--- src/design/pwo_pkg.sv ---
// Shared types and constants for the pulsar wavetable oscillator.
`timescale 1ns / 1ps
package pwo_pkg;
    localparam int FRAC_BITS = 20;

    localparam logic [3:0] REG_FREQ = 4'd0;
    localparam logic [3:0] REG_MOD = 4'd1;
    localparam logic [3:0] REG_MORPH = 4'd2;
    localparam logic [3:0] REG_WAVES = 4'd3;
    localparam logic [3:0] REG_WINDOWS = 4'd4;
    localparam logic [3:0] REG_PATTERN = 4'd5;
    localparam logic [3:0] REG_LENGTH = 4'd6;

    typedef enum logic [3:0] {
        ST_IDLE,
        ST_WIDTH_A,
        ST_WIDTH_B,
        ST_WIDTH_L,
        ST_DIV,
        ST_MORPH_A,
        ST_MORPH_B,
        ST_MORPH_L,
        ST_STACK_A,
        ST_STACK_B,
        ST_STACK_L,
        ST_XFADE,
        ST_MULT,
        ST_OUT
    } state_t;

    // Datapath operation requested by the controller for the current cycle.
    typedef enum logic [3:0] {
        OP_NONE,
        OP_WRITE,
        OP_RD_WIDTH,
        OP_LERP_WIDTH,
        OP_DIV_START,
        OP_DIV_STEP,
        OP_RD_MORPH,
        OP_LERP_MORPH,
        OP_RD_STACK,
        OP_LERP_STACK,
        OP_XFADE,
        OP_MULT,
        OP_ADVANCE
    } op_t;

    typedef struct packed {
        op_t        op;
        logic [1:0] sub;     // which of the four stack reads: {window, hi}
        logic       phase_b; // second read of an interpolation pair
    } cmd_t;

    typedef struct packed {
        logic active;  // pulse width positive and burst slot enabled
        logic div_done;
    } status_t;
endpackage

--- src/design/pwo_ctrl.sv ---
// Controller state machine that sequences one item through the datapath.
`timescale 1ns / 1ps
module pwo_ctrl
(
    input  logic             clk,
    input  logic             rst_n,
    input  logic             in_fire,
    input  logic             in_mode,
    input  logic             out_busy,
    input  pwo_pkg::status_t stat,
    output pwo_pkg::cmd_t    cmd,
    output logic             in_free,
    output logic             out_load
);
    pwo_pkg::state_t state_reg, state_next;
    logic [1:0] sub_reg, sub_next;

    always_ff @(posedge clk or negedge rst_n)
    begin
        if (!rst_n)
        begin
            state_reg <= pwo_pkg::ST_IDLE;
            sub_reg <= 2'd0;
        end
        else
        begin
            state_reg <= state_next;
            sub_reg <= sub_next;
        end
    end

    always_comb
    begin
        state_next = state_reg;
        sub_next = sub_reg;
        case (state_reg)
            pwo_pkg::ST_IDLE:
                if (in_fire && !in_mode) state_next = pwo_pkg::ST_WIDTH_A;
            pwo_pkg::ST_WIDTH_A: state_next = pwo_pkg::ST_WIDTH_B;
            pwo_pkg::ST_WIDTH_B: state_next = pwo_pkg::ST_WIDTH_L;
            pwo_pkg::ST_WIDTH_L:
                state_next = stat.active ? pwo_pkg::ST_DIV : pwo_pkg::ST_MULT;
            pwo_pkg::ST_DIV:
                if (stat.div_done) state_next = pwo_pkg::ST_MORPH_A;
            pwo_pkg::ST_MORPH_A: state_next = pwo_pkg::ST_MORPH_B;
            pwo_pkg::ST_MORPH_B: state_next = pwo_pkg::ST_MORPH_L;
            pwo_pkg::ST_MORPH_L:
            begin
                state_next = pwo_pkg::ST_STACK_A;
                sub_next = 2'd0;
            end
            pwo_pkg::ST_STACK_A: state_next = pwo_pkg::ST_STACK_B;
            pwo_pkg::ST_STACK_B: state_next = pwo_pkg::ST_STACK_L;
            pwo_pkg::ST_STACK_L:
            begin
                sub_next = sub_reg + 2'd1;
                state_next = (sub_reg == 2'd3) ? pwo_pkg::ST_XFADE : pwo_pkg::ST_STACK_A;
            end
            pwo_pkg::ST_XFADE: state_next = pwo_pkg::ST_MULT;
            pwo_pkg::ST_MULT: state_next = pwo_pkg::ST_OUT;
            pwo_pkg::ST_OUT:
                if (!out_busy) state_next = pwo_pkg::ST_IDLE;
            default: state_next = pwo_pkg::ST_IDLE;
        endcase
    end

    always_comb
    begin
        cmd.op = pwo_pkg::OP_NONE;
        cmd.sub = sub_reg;
        cmd.phase_b = 1'b0;
        in_free = 1'b0;
        out_load = 1'b0;
        case (state_reg)
            pwo_pkg::ST_IDLE:
            begin
                in_free = 1'b1;
                if (in_fire && in_mode) cmd.op = pwo_pkg::OP_WRITE;
            end
            pwo_pkg::ST_WIDTH_A: cmd.op = pwo_pkg::OP_RD_WIDTH;
            pwo_pkg::ST_WIDTH_B:
            begin
                cmd.op = pwo_pkg::OP_RD_WIDTH;
                cmd.phase_b = 1'b1;
            end
            pwo_pkg::ST_WIDTH_L: cmd.op = pwo_pkg::OP_LERP_WIDTH;
            pwo_pkg::ST_DIV:
                cmd.op = stat.div_done ? pwo_pkg::OP_NONE : pwo_pkg::OP_DIV_STEP;
            pwo_pkg::ST_MORPH_A: cmd.op = pwo_pkg::OP_RD_MORPH;
            pwo_pkg::ST_MORPH_B:
            begin
                cmd.op = pwo_pkg::OP_RD_MORPH;
                cmd.phase_b = 1'b1;
            end
            pwo_pkg::ST_MORPH_L: cmd.op = pwo_pkg::OP_LERP_MORPH;
            pwo_pkg::ST_STACK_A: cmd.op = pwo_pkg::OP_RD_STACK;
            pwo_pkg::ST_STACK_B:
            begin
                cmd.op = pwo_pkg::OP_RD_STACK;
                cmd.phase_b = 1'b1;
            end
            pwo_pkg::ST_STACK_L: cmd.op = pwo_pkg::OP_LERP_STACK;
            pwo_pkg::ST_XFADE: cmd.op = pwo_pkg::OP_XFADE;
            pwo_pkg::ST_MULT: cmd.op = pwo_pkg::OP_MULT;
            pwo_pkg::ST_OUT:
                if (!out_busy)
                begin
                    cmd.op = pwo_pkg::OP_ADVANCE;
                    out_load = 1'b1;
                end
            default: cmd.op = pwo_pkg::OP_NONE;
        endcase
    end
endmodule

--- config.mk ---
export PLATFORM = sky130hd
export DESIGN_NAME = pwo_ctrl
export DESIGN_NICKNAME = d
export VERILOG_FILES = /design/src/design/pwo_pkg.sv /design/src/design/pwo_ctrl.sv
export SDC_FILE = /design/constraint.sdc
export NUM_CORES = 1
export LEC_CHECK = 0
export ABC_AREA = 1
export BUFFER_PORTS_ARGS = -buffer_cell sky130_fd_sc_hd__buf_2
export CAP_MARGIN = 5
export CORE_AREA = 2 2 39 41
export CTS_BUF_LIST = sky130_fd_sc_hd__clkbuf_8
export DETAILED_ROUTE_END_ITERATION = 8
export DIE_AREA = 0 0 41 43
export PLACE_DENSITY = 0.68
export REMOVE_ABC_BUFFERS = 1
export SKIP_CTS_REPAIR_TIMING = 1
export SYNTH_ARGS = -nofsm -noshare
export SYNTH_HDL_FRONTEND = slang
export SYNTH_SLANG_ARGS = --single-unit
--- constraint.sdc ---
create_clock -name clk -period 2.4 [get_ports clk]
set_input_delay 0.24 -clock clk [delete_from_list [all_inputs] [get_ports clk]]
set_output_delay 0.24 -clock clk [all_outputs]
set_load 0.02 [all_outputs]
==> impl_results.md, run 1 <==
* Die area at 1760 sq um
* Initial DRT Pass Iterations at 4
* Placed Instances at 113
* Logic pwr share at 62.0%
* Critical path class: reg -> out
* Endpoint class of the critical path: output port
* MaxCap Viol Count at 0
* Clock sink count at 6
* Setup violations, final at 0
* Global-route wire length before repair at between 1500 and 2000 um
* Tightest Pin Transition at between 0.3 and 0.4 ns
* Place WS at 0.962 ns
* Initial Util at between 30 and 40%
* Area Overhead vs Synth at 28.3%
* RSZ-0062 raised after global routing: false
* DRT Wirelength at 1150 um
* CTS Buffer Depth at 2
* Count leader, synth: nand2_1
* Largest register FFs at 4
* Num CTS Buffers at 3
* Maximum VDD drop at 0.000843 V
* Post-synth top cells: nand2_1 (26), inv_1 (12), nor2_1 (10)
* Async SR Flop Fraction at 100%
* Synth area leaders: dfrtp_1 (29%), nand2_1 (19%), inv_1 (8.7%), nor2_1 (7.3%), nand3_1 (4.8%)
* Sequential share of power at 22.7%
* Clock power frac at approximately 15%
* Final period utilization at between 60% and 70%
* Outcome: finished, final reports clean
* Crit-path max FO at 7
* Syn Inst Count at 82
* Layout cell share with drive strength beyond 1 at between 20% and 30%
* Dominant synthesized flop cell: dfrtp_1
* Final hold vios at 0
* NetSw at 0.000488 W
* Leak at between 0.4 and 0.5 nW
* CTS root buf: clkbuf_8
* Design Area, Final at approximately 660 sq um
* Clock Latency Late Sink at between 0.2 and 0.25 ns
* Grt ovf at 0
* Die H at 43 um
* Yosys Warn Count at 0
* CTS clk-pin slew, worst paths at 0.03 ns
* Synth area leader: dfrtp_1
* Post-synthesis cell area at just over 500 sq um
* Met2 Usage GRT at 21.6%
* Routed Antenna Nets at 0
* Worst Skew at 0.000580 ns
* Met3 usage at between 3 and 4%
* Via density at ~4.6
* Sequential area share after synthesis at 29.1%
* Post-layout minimum cycle time at 1.65 ns
* Worst setup margin at 0.752 ns
* Total power at 0.000931 W
* Core area at 1380 sq um
* Placed cell areas at 612 sq um
* Htree depth at 1
* Via Count at 543
* Vias in the first global route at 451
* IO Port Bufs at 15
* Largest net degree at the start of global routing at 8
* Initial drt markers at 22
* CP Data Required Time at roughly 2.2 ns
* ANT cells at 0
* Rel. slew slack at 76.1%
* Worst Path Arrival at 1.41 ns
* Final setup TNS at 0 ns
* Cell variety after synth at 18
* Die X at about 41 um
* Met1 Use GR at 24.5%
* Global-route usage over all layers at 15.4%
* Flops & latches, synth at 6
* Row Count at 14
* Slew Limit Fails at 0
* Sw Share at 52.4%
* Post-DR wirelength/cell at 9.85 um
* Antenna violations before repair at 0
* Crit path launch type: register
* Final net count at ~110
* Power Density at about 1400 nW/um^2
* GPL Wtd Cong at 0.867
* Gr busiest metal: met1
* Number of flops mapped to enable cells by yosys at 0
* Post-DP HPWL at 1010 um
* Int Pwr at roughly 0.00044 W
* FMAX at 0.607 GHz
* CTS tree: yes
* Synth top area share at 29.1%
* # DRC at 0
* Post-Synthesis Mean Instance Area at 6.30 sq um
* Ports at 16
* Worst Hold Class: in -> reg
* Final cell count without fillers at 117
-- power groups by stage --
| stage | Combinational (W) | Sequential [W] | Clock [W] |
|---|---|---|---|
| 2_1_floorplan | 0.000405 | 0.000221 | 0 |
| 3_3_place_gp | 0.000574 | 0.000210 | 0 |
| 3_5_place_dp | 0.000577 | 0.000212 | 0 |
| 4_1_cts | 0.000580 | 0.000210 | 0.000146 |
| 5_1_grt | 0.000648 | 0.000219 | 0.000155 |
| 6_report | 0.000577 | 0.000211 | 0.000143 |
-- cells in the final DEF (no fill, tap or decap), drive strengths merged --
cell and n:
nand3 5, a21oi 1, ha 1, inv 15, nor2 12, clkinv 1
nand2 28, buf 15, o21ai 6, nand3b 1, clkbuf 3, dfrtp 6
o211ai 1, dlygate4sd3 1, nor3 1, nand4 4
-- final timing paths --
check,start,to,slack (ns),cells after the start
worst max-delay path,state_reg[3]$_DFFE_PN0P_,cmd[3],0.75,5
worst min-delay path,stat[1],state_reg[3]$_DFFE_PN0P_,0.33,4
worst max register to register,state_reg[0]$_DFFE_PN0P_,state_reg[2]$_DFFE_PN0P_,1.18,6
worst min register to register,sub_reg[1]$_DFFE_PN0P_,sub_reg[1]$_DFFE_PN0P_,0.51,2
max in group asynchronous,rst_n,state_reg[3]$_DFFE_PN0P_,1.88,2
min in group asynchronous,rst_n,sub_reg[1]$_DFFE_PN0P_,0.38,2
-- layer usage --
| layer | wire length [um] | part of all wire [%] |
|---|---|---|
| met5 | 0 | 0 |
| met4 | 0 | 0 |
| met3 | 70 | 6.1 |
| met2 | 542 | 47 |
| met1 | 538 | 47 |
-- stage by stage --
step / hold slack [ns] / utilization, %
floorplan: -0.0556 / -
global placement: 0.0665 / 44.2
detailed placement: 0.0702 / 44.2
CTS: -0.156 / 47.2
global route: 0.371 / 47.9
finish: 0.331 / 47.9
-- layout make-up --
class	instances	area, sq um
multi-input combinational	60	307
sequential	6	150
timing repair buffer	16	85.1
inverter	16	60.1
clock buffer	3	41.3
fill	147	721
tap	16	20.0
-- cell families (layout without fill, tap and decap cells) --
family                     count (synthesis)  after routing  share of synthesized area, %
adders and majority gates                  1              1                          2.42
DFF                                        6              6                          29.1
buffers and inverters                     16             35                          11.6
AOI/OAI and AO/OA                          8              8                          8.23
and+or+nand+nor                           51             51                          48.7
-- critical path, stage by stage, from the launching register on --
cell	delay (ns)
dfrtp_1	0.46
nand2_2	0.17
nor2_4	0.07
a21oi_1	0.22
nand4_1	0.10
buf_2	0.17
Power figures use the tool's default switching activity.
==> run 2, diff against run 1 <==
--- a/config.mk
+++ b/config.mk
@@ -5,14 +5,14 @@
 export SDC_FILE = /design/constraint.sdc
 export NUM_CORES = 1
 export LEC_CHECK = 0
-export ABC_AREA = 1
+export ABC_AREA = 0
 export BUFFER_PORTS_ARGS = -buffer_cell sky130_fd_sc_hd__buf_2
 export CAP_MARGIN = 5
 export CORE_AREA = 2 2 39 41
 export CTS_BUF_LIST = sky130_fd_sc_hd__clkbuf_8
 export DETAILED_ROUTE_END_ITERATION = 8
 export DIE_AREA = 0 0 41 43
-export PLACE_DENSITY = 0.68
+export PLACE_DENSITY = 0.69
 export REMOVE_ABC_BUFFERS = 1
 export SKIP_CTS_REPAIR_TIMING = 1
 export SYNTH_ARGS = -nofsm -noshare
==> constraint.sdc (replaced) <==
create_clock -name clk -period 1.5 [get_ports clk]
set_input_delay 0.15 -clock clk [delete_from_list [all_inputs] [get_ports clk]]
set_output_delay 0.15 -clock clk [all_outputs]
set_load 0.02 [all_outputs]
==> run 2 against run 1 <==
  * The run now ends with negative setup slack left
  * First-iteration DRC count is 55% lower
  * Synthesized cell count is 23% lower
  * Sequential share of layout area down 1.1 points
  * Clock power grew 66%
  * Register-to-register slack lost 1.0 ns
  * Clock-buffer cell count unchanged
  * Power up 85%
  * Final area rose by 8.5%
  * Largest power group unchanged
==> impl_results.md, run 2 <==
* Via Count at 547
* Crit-path max FO at 15
* Power Density at 2400 nW/um^2
* Async SR Flop Fraction at 100%
* Initial Util at 36.0%
* Yosys Warn Count at 0
* Largest register FFs at 4
* CP Data Required Time at between 1 and 1.5 ns
* Maximum VDD drop at 0.000924 V
* Tightest Pin Transition at 0.374 ns
* Die H at 43 um
* Outcome: complete, but fails checks
* Final period utilization at 101%
* Row Count at 14
* Synth area leader: dfrtp_1
* Worst setup margin at -0.0154 ns
* Worst Hold Class: in -> reg
* Number of flops mapped to enable cells by yosys at 0
* CP max stage delay at 0.44 ns
* Via density at 5.42
* Layout cell share with drive strength beyond 1 at 43.5%
* Post-synth top cells: a21oi_1 (6), dfrtp_1 (6), nor2_1 (5)
* Area Overhead vs Synth at 44.5%
* Num CTS Buffers at 3
* FMAX at 0.660 GHz
* Die area at 1760 sq um
* CTS clk-pin slew, worst paths at 0.04 ns
* Most common cell after layout, fill and taps aside: buf_2
* Global-route wire length before repair at 1840 um
* Place WS at 0.130 ns
* Synth area leaders: dfrtp_1 (30%), a21oi_1 (6.0%), nor2b_1 (5.0%), o21a_1 (4.5%), nor2_1 (3.8%)
* Leak at 0.326 nW
* CTS root buf: clkbuf_8
* Grt ovf at 0
* DRT Wirelength at roughly 1300 um
* Dominant synthesized flop cell: dfrtp_1
* Post-synthesis cell area at approximately 500 sq um
* MaxCap Viol Count at 0
* RSZ-0062 raised after global routing: true
* Htree depth at 1
* Slew Limit Fails at 0
* CTS tree: yes
* Final setup TNS at -0.0154 ns
* Worst Skew at between 0.003 and 0.004 ns
* # DRC at 0
* Total power at approximately 0.0017 W
* Core area at ~1400 sq um
* Most used cell, CP: buf_4
* Global-route usage over all layers at 15.5%
* Crit path launch type: register
* Initial DRT Pass Iterations at 4
* Critical path class: reg -> out
* Failing checks: negative setup slack
* Setup violations, final at 1
* Commonest cells after routing, fill and taps aside: buf_2 (13), buf_4 (9), a21oi_1 (6)
* Synth top area share at 30.2%
* Critical Path Slowest Stage Cell: dfrtp_2
* Post-DP HPWL at 881 um
* Sequential area share after synthesis at between 30% and 40%
* Post-layout minimum cycle time at 1.52 ns
* ANT cells at 0
* IO Port Bufs at 15
* Syn Inst Count at 63
* Die X at 41 um
* Rel. slew slack at between 70% and 80%
* CTS Buffer Depth at 2
* Routed Antenna Nets at 0
* Post-DR wirelength/cell at ~13 um
* Largest net degree at the start of global routing at 17
* Clock Latency Late Sink at 0.22 ns
* Final hold vios at 0
* Initial drt markers at 10
* Worst-path cell chain: buf_4, nor4_2, buf_4
* Endpoint class of the critical path: output port
* GPL Wtd Cong at 0.750
* Worst Path Arrival at between 1 and 1.5 ns
* Vias in the first global route at 476
* Flops & latches, synth at 6
* Ports at 16
* Antenna violations before repair at 0
* Cell variety after synth at 31
* Clock sink count at 6
* Post-Synthesis Mean Instance Area at between 7 and 8 sq um
* Final net count at 95
[run 2: cells by family after synthesis]
logic type | count (synthesis) | synth area share, %
simple gates | 25 | 28.6
compound gates | 22 | 28.9
buf+inv | 8 | 8.04
flops | 6 | 30.1
xor+xnor | 1 | 1.76
fa+ha+maj | 1 | 2.51
[run 2: where the power goes]
part	total [W]	switching, W	leakage (nW)	internal [W]
logic	0.00111	0.000597	0.232	0.000512
registers	0.000380	0.000132	0.0716	0.000247
clock network	0.000237	0.0000646	0.0216	0.000172
total	0.00173	0.000794	0.326	0.000931
[run 2: per-stage QoR]
stage,util [%],cells,instance area [sq um],hold WS [ns]
3_5_place_dp,42.4,92,587,-0.0220
3_3_place_gp,42.4,92,587,-0.0234
6_report,52.0,101,719,0.243
2_1_floorplan,-,58,469,-0.146
5_1_grt,52.0,101,719,0.250
4_1_cts,45.4,95,628,-0.259
[run 2: worst max-delay path: cells and delay by family, from the launching register on]
family	cells	cell delay (ns)
DFF	1	0.44
buffers and inverters	2	0.39
and+or+nand+nor	1	0.31
[run 2: final timing paths]
kind	start	end	slack, ns	cells past startpoint
min in group asynchronous	rst_n	sub_reg[0]$_DFFE_PN0P_	0.27	2
max	state_reg[3]$_DFFE_PN0P_	in_free	-0.02	3
max reg2reg	state_reg[1]$_DFFE_PN0P_	sub_reg[1]$_DFFE_PN0P_	0.14	4
max in group asynchronous	rst_n	state_reg[1]$_DFFE_PN0P_	1.07	2
min reg2reg	sub_reg[1]$_DFFE_PN0P_	sub_reg[1]$_DFFE_PN0P_	0.62	2
min	out_busy	state_reg[0]$_DFFE_PN0P_	0.24	3
[run 2: per-layer routing]
metal	routed length, um	track usage (%)	vias up
met5	0	0	-
met4	0	2.00	0
met3	93	9.42	0
met2	679	25.3	25
met1	551	16.9	248
li1	-	-	274
[run 2: layout make-up]
| type | instances | area, sq um |
|---|---|---|
| multi-input combinational | 49 | 338 |
| inverter | 3 | 11.3 |
| clock buffer | 3 | 41.3 |
| fill | 141 | 664 |
| sequential | 6 | 155 |
| tap | 16 | 20.0 |
| timing repair buffer | 24 | 154 |
